**src/hw/rtl/qte_isqrt.sv**
```systemverilog
// ----------------------------------------------------------------------------
// qte isqrt
// pipelined restoring integer square root, one result bit per stage
// ----------------------------------------------------------------------------
module qte_isqrt (
    input  logic          i_clk,
    input  logic          i_en,
    input  logic [60:0]   i_n,
    output logic [30:0]   o_r
);
    localparam int NB = 31;

    logic [61:0] r_n [0:NB];
    logic [61:0] r_r [0:NB];

    always_ff @(posedge i_clk) begin
        if (i_en) begin
            r_n[0] <= {1'b0, i_n};
            r_r[0] <= '0;
        end
    end

    for (genvar g = 0; g < NB; g++) begin : g_bit
        localparam logic [61:0] B = 62'd1 << (2 * (NB - 1 - g));
        logic [61:0] n_n;
        logic [61:0] n_r;
        always_comb begin
            if (r_n[g] >= r_r[g] + B) begin
                n_n = r_n[g] - (r_r[g] + B);
                n_r = (r_r[g] >> 1) + B;
            end else begin
                n_n = r_n[g];
                n_r = r_r[g] >> 1;
            end
        end
        always_ff @(posedge i_clk) begin
            if (i_en) begin
                r_n[g+1] <= n_n;
                r_r[g+1] <= n_r;
            end
        end
    end

    assign o_r = r_r[NB][30:0];

endmodule

```
**config.mk**
```make
export PLATFORM = sky130hd
export DESIGN_NAME = qte_isqrt
export DESIGN_NICKNAME = d
export VERILOG_FILES = /design/src/hw/rtl/qte_isqrt.sv
export SDC_FILE = /design/constraint.sdc
export NUM_CORES = 2
export LEC_CHECK = 0
export BUFFER_PORTS_ARGS = -buffer_cell sky130_fd_sc_hd__buf_2
export CORE_AREA = 2 2 539 541
export DETAILED_ROUTE_END_ITERATION = 12
export DIE_AREA = 0 0 541 543
export GPL_TIMING_DRIVEN = 0
export HOLD_SLACK_MARGIN = 0.12
export PLACE_DENSITY = 0.56
export SYNTH_ARGS = -nofsm -noshare
export SYNTH_HDL_FRONTEND = slang
export SYNTH_SLANG_ARGS = --single-unit
```
**constraint.sdc**
```tcl
create_clock -name i_clk -period 4.8 [get_ports i_clk]
set_input_delay 0.48 -clock i_clk [delete_from_list [all_inputs] [get_ports i_clk]]
set_output_delay 0.48 -clock i_clk [all_outputs]
set_load 0.05 [all_outputs]
```
# Word level (Yosys, flattened, before mapping)
# Memories as Yosys holds them, arrays and structs flattened.
# Index checks and enable logic that the tools add are counted.
dict set report totals {
  ff_bits 0
  ram_bits 3968
  inputBits 63
  output_inout_bits 31
  word_cells 190
  n_memories 2
}
# memory depth width read_ports rd_ports_with_merged_regs write_ports line
set memory_table {}
lappend memory_table {r_n 32 62 31 0 32 13} ;# logic [61:0] r_n [0:NB];
lappend memory_table {r_r 32 62 32 0 32 14} ;# logic [61:0] r_r [0:NB];
dict set report classes {
  n_addsub 93
  order_cmp 31
  n_mux 64
}
# operator n
set ops {}
lappend ops {{$mux W62} 62}
lappend ops {{$ge A62 B62 Y1} 31}
lappend ops {{$sub A62 B62 Y62} 31}
lappend ops {{$add A61 B1 Y62 const B} 1}
lappend ops {{$add A61 B11 Y62 const B} 1}
lappend ops {{$add A61 B13 Y62 const B} 1}
lappend ops {{$add A61 B15 Y62 const B} 1}
lappend ops {{$add A61 B17 Y62 const B} 1}
lappend ops {{$add A61 B19 Y62 const B} 1}
lappend ops {{$add A61 B21 Y62 const B} 1}
lappend ops {{$add A61 B23 Y62 const B} 1}
lappend ops {{$add A61 B25 Y62 const B} 1}
lappend ops {{$add A61 B27 Y62 const B} 1}
lappend ops {{$add A61 B29 Y62 const B} 1}
lappend ops {{$add A61 B3 Y62 const B} 1}
lappend ops {{$add A61 B31 Y62 const B} 1}
lappend ops {{$add A61 B33 Y62 const B} 1}
lappend ops {{$add A61 B35 Y62 const B} 1}
lappend ops {{$add A61 B37 Y62 const B} 1}
lappend ops {{$add A61 B39 Y62 const B} 1}
lappend ops {{$add A61 B41 Y62 const B} 1}
lappend ops {{$add A61 B43 Y62 const B} 1}
lappend ops {{$add A61 B45 Y62 const B} 1}
lappend ops {{$add A61 B47 Y62 const B} 1}
lappend ops {{other kinds (42)} 43}

# Logic depth before layout (Yosys ltp)
dict set report logic_depth {
  word_depth 3
  ltp_mapped 15
  ltp_nobuf 12
}

# Least setup slack after synthesis
# No wires, ideal clock.
dict set report synth_timing {
  path_type {reg-to-reg}
  from {memory r_n[28][32]}
  to {memory r_n[29][55] (data pin)}
  setup_ps 258
  arrival_ps 3355
  t_required_ps 4542
  path_slack_ps 1187
  stages_incl_launch_ff 11
  path_buffers 1
  synth_period_minus_slack_ps 3613
  cell_sequence {edfxtp_1 ha_1 clkbuf_1 nand2_1 or4_1 nor4_1 a21oi_1 nor3b_1 a2111oi_1 nand4_1 xnor2_1}
}
# item line
set synth_lines {}
lappend synth_lines {{from (decl)} 13}

==> impl_metrics.py <==
metrics = {
    "status": {
        "outcome": "finished, final reports clean",
    },
    "grt": {
        "grt_pass1_wl_um": 429000,
        "grt_max_degree": 188,
        "grt.total_usage_pct": 18.8,
        "gr-total-overflow": 0,
        "antenna_found_initial": 18,
        "grt_pass1_vias": 71300,
    },
    "final_layout": {
        "area_delta_synth_final_pct": 13.4,
        "multi_input_area_mm2": 0.0392,
        "regArea_mm2": 0.0726,
        "nNetsFinal": 10100,
        "layout-drive-gt1-share_pct": 7.07,
        "design_area_mm2": 0.130,
        "fill_cells": 25900,
    },
    "critical_path": {
        "slowest_delay_ps": 850,
        "worstPathArrival_ps": 5200,
        "cp_max_fo": 8,
        "path_cells": "inv_1 -> ha_1 -> nor2b_1 -> o31a_1 -> o221a_2 -> o21ai_0 -> a211oi_1 -> nor2_1 -> inv_2 -> nand3_1 -> nor4_1 -> xor2_1",
        "r2r-end": "r_n[26][53]",
        "ff2ff_setup_slack_ps": 190,
        "rr_startpoint": "r_r[3][74]",
        "critical-path-slowest-cell": "nor2_1",
        "cp_data_required_time_ps": 5400,
        "worstSetupEndpointType": "register",
        "start_kind": "register",
        "r2r_cells": 12,
        "path_class": "register to register",
    },
    "floorplan": {
        "die_area_mm2": 0.294,
        "die_w_um": 541,
        "die_y_um": 543,
        "core_area_mm2": 0.287,
        "start_util_pct": 40.0,
        "pin_count": 94,
        "rows": 197,
    },
    "timing": {
        "fin_ws_ps": 193,
        "tightest_slew_ps": 1300,
        "fmax_mhz": 217,
        "period_needed_ps": 4610,
        "slew-limit-headroom_pct": 12.2,
        "fin_crit_sh_pct": 96.0,
        "drv_slew": 0,
        "skew_ps": 86.1,
        "grt_setup_unrepaired": "no",
        "finalSetupViolations": 0,
        "hold_viol": 0,
    },
    "route": {
        "ant_nets": 0,
        "drc_errors": 0,
        "vias_per_cell": 5.38,
        "drt_pass1_iterations": 5,
        "first_iter_violations": 6367,
        "via_count": 72800,
        "wl_per_cell_um": 20.9,
        "wirelength_um": 283000,
    },
    "logic_synthesis": {
        "async_flop_share_pct": 0,
        "syn_inst": 9068,
        "ys_types": 88,
        "yosys_warnings": 0,
        "synth_enable_flop_cells": 2417,
        "mappedNetlistArea_mm2": 0.115,
        "ys.flop_type": "edfxtp_1",
        "synth_seq_cells": 2417,
        "synth.avg_cell_area_um2": 12.7,
        "yosysSeqAreaShare_pct": 63.2,
    },
    "hold_path": {
        "worstHoldStart": "i_n[37]",
        "whs_endpoint": "r_n[0][37]",
        "holdPathStages": 2,
        "hold_path_class": "input port to register",
    },
    "cts": {
        "clk_latency_ps": 890,
        "cts_sinks": 2417,
        "cts.clk_slew.worst_paths_ps": 60,
        "clk_path_buf_depth": 4,
        "cts_inserted_buffers": 274,
        "htreeDepth": 5,
        "cts_tree": "yes",
        "root_buffer": "clkbuf_16",
    },
    "pwr": {
        "p_leak_nw": 48.0,
        "ir_worst_vdd_mv": 0.274,
        "powerDensity_mw_per_mm2": 480,
    },
    "placed_design": {
        "dp_hpwl_um": 213000,
        "routabilityCongestion": 0.905,
        "place_area_mm2": 0.120,
        "dp_slack_ps": -907,
        "io_buffers": 93,
    },
    "run": {
        "drv_cap": 0,
    },
}
## cell usage in the layout, fill, tap and decap left out, types with 100 or more instances in the layout
cell type  instances
edfxtp_1        2417
inv_1            639
nor2_1           618
nand2_1          599
a21oi_1          543
ha_1             523
xnor2_1          450
o21ai_0          426
xor2_1           387
nor4_1           289
clkbuf_16        280
nor3_1           249
clkbuf_1         203
a21o_1           188
nand4_1          155
nand3_1          150
or3_1            106
buf_2            100
## final cells by class
cell class                      count  area share (%)
Buffer                            185           0.560
Sequential cell                  2417            55.8
Multi-Input combinational cell   5822            30.1
Tap cell                         3781            3.63
Inverter                          643            1.86
Antenna cell                        8          0.0154
Timing Repair Buffer              176            1.21
Clock buffer                      325            5.51
Clock inverter                    170            1.31
## how the worst max path moves through the flow
stage	endpoint	depth (start not counted)	from	slack, ps
2_1_floorplan	r_n[29][55]	10	r_n[28][32]	1190
3_3_place_gp	r_r[3][435]	1	i_en	-34840
3_5_place_dp	r_n[29][59]	11	r_r[3][278]	-910
4_1_cts	r_n[21][60]	11	r_r[2][284]	10
5_1_grt	r_n[26][53]	10	r_n[25][50]	10
6_report	r_n[26][53]	12	r_r[3][74]	190
## logic make-up after synthesis
group / Yosys count / synth area share (%)
DFF: 2417 / 63.2
AOI/OAI and AO/OA: 1670 / 9.02
adders and majority gates: 523 / 5.70
and+or+nand+nor: 2703 / 12.1
buffers and inverters: 830 / 2.73
other: 1 / 0.00327
muxes: 87 / 0.840
xor gates and xnor gates: 837 / 6.38
## worst max-delay path, delay by kind of cell, from the launching register on
kind            cells  cell delay [ps]
xor+xnor            1              170
flops               1              510
fa+ha+maj           1              360
compound gates      4             1460
buf+inv             2              390
simple gates        4             1410
## where the power goes
| group | internal, mW | leakage, nW | switching (mW) |
|---|---|---|---|
| Combinational | 5.21 | 20.4 | 7.59 |
| Clock | 12.2 | 4.32 | 8.55 |
| Sequential | 26.8 | 23.3 | 2.15 |
## state kept, by name, indices dropped and copies added (netlist names)
register / count
r_r: 496
r_n: 1921
## metal layers
layer	share of wire, %	GRT usage [%]	vias up
met4	2.0	4.15	4
li1	-	-	34900
met3	4.9	2.43	369
met2	48	31.5	1720
met1	45	26.0	35800
met5	0.018	0	-
## cells in the mapped netlist (12+ instances only)
cell	instances	area, um2
edfxtp_1	2417	72600
inv_1	639	2400
nor2_1	619	2320
nand2_1	599	2250
a21oi_1	543	2720
ha_1	523	6540
xnor2_1	450	3940
o21ai_0	426	2130
xor2_1	387	3390
nor4_1	296	1850
nor3_1	250	1250
a21o_1	188	1410
clkbuf_1	166	623
nand4_1	155	970
nand3_1	150	751
or3_1	106	663
o21a_1	94	706
nand2b_1	92	576
mux2_2	75	845
nor2b_1	71	444
or4_1	71	533
o31ai_1	50	375
nor4b_1	48	420
o21bai_1	47	353
and3_1	46	288
a31oi_1	44	275
a211oi_1	43	323
and2_1	35	219
or2_2	34	213
nand3b_1	31	233
nand4b_1	23	201
o211ai_1	23	173
nor3b_1	21	158
and4_1	20	175
a21boi_0	19	143
a2111oi_0	18	158
a31o_2	15	131
a41oi_1	14	123
o31a_1	14	123
a221oi_1	12	105
buf_1	12	45.0
mux2i_1	12	120
## timing repair
| item | 4_1_cts | 5_1_grt |
|---|---|---|
| setup buffers | 0 | 4 |
| hold endpoints to repair | 97 | 0 |
| hold buffers | 62 | 0 |
| setup endpoints to repair | 53 | 120 |
| pin swaps | 0 | 2 |
| resized for setup | 9 | 25 |
## per-stage QoR
stage               power (mW)  utilization [%]  instances  setup TNS (ps)  hold WS, ps
global placement          43.5             41.8      12900               -          402
detailed placement        42.0             41.9      13000          -14480          405
global route              65.6             45.3      13500               0          256
floorplan                 37.6                -       9069               0          400
finish                    62.5             45.3      13500               0          288
CTS                       63.0             45.2      13500               0          201
Note: power is estimated with default switching activity, not from simulation.
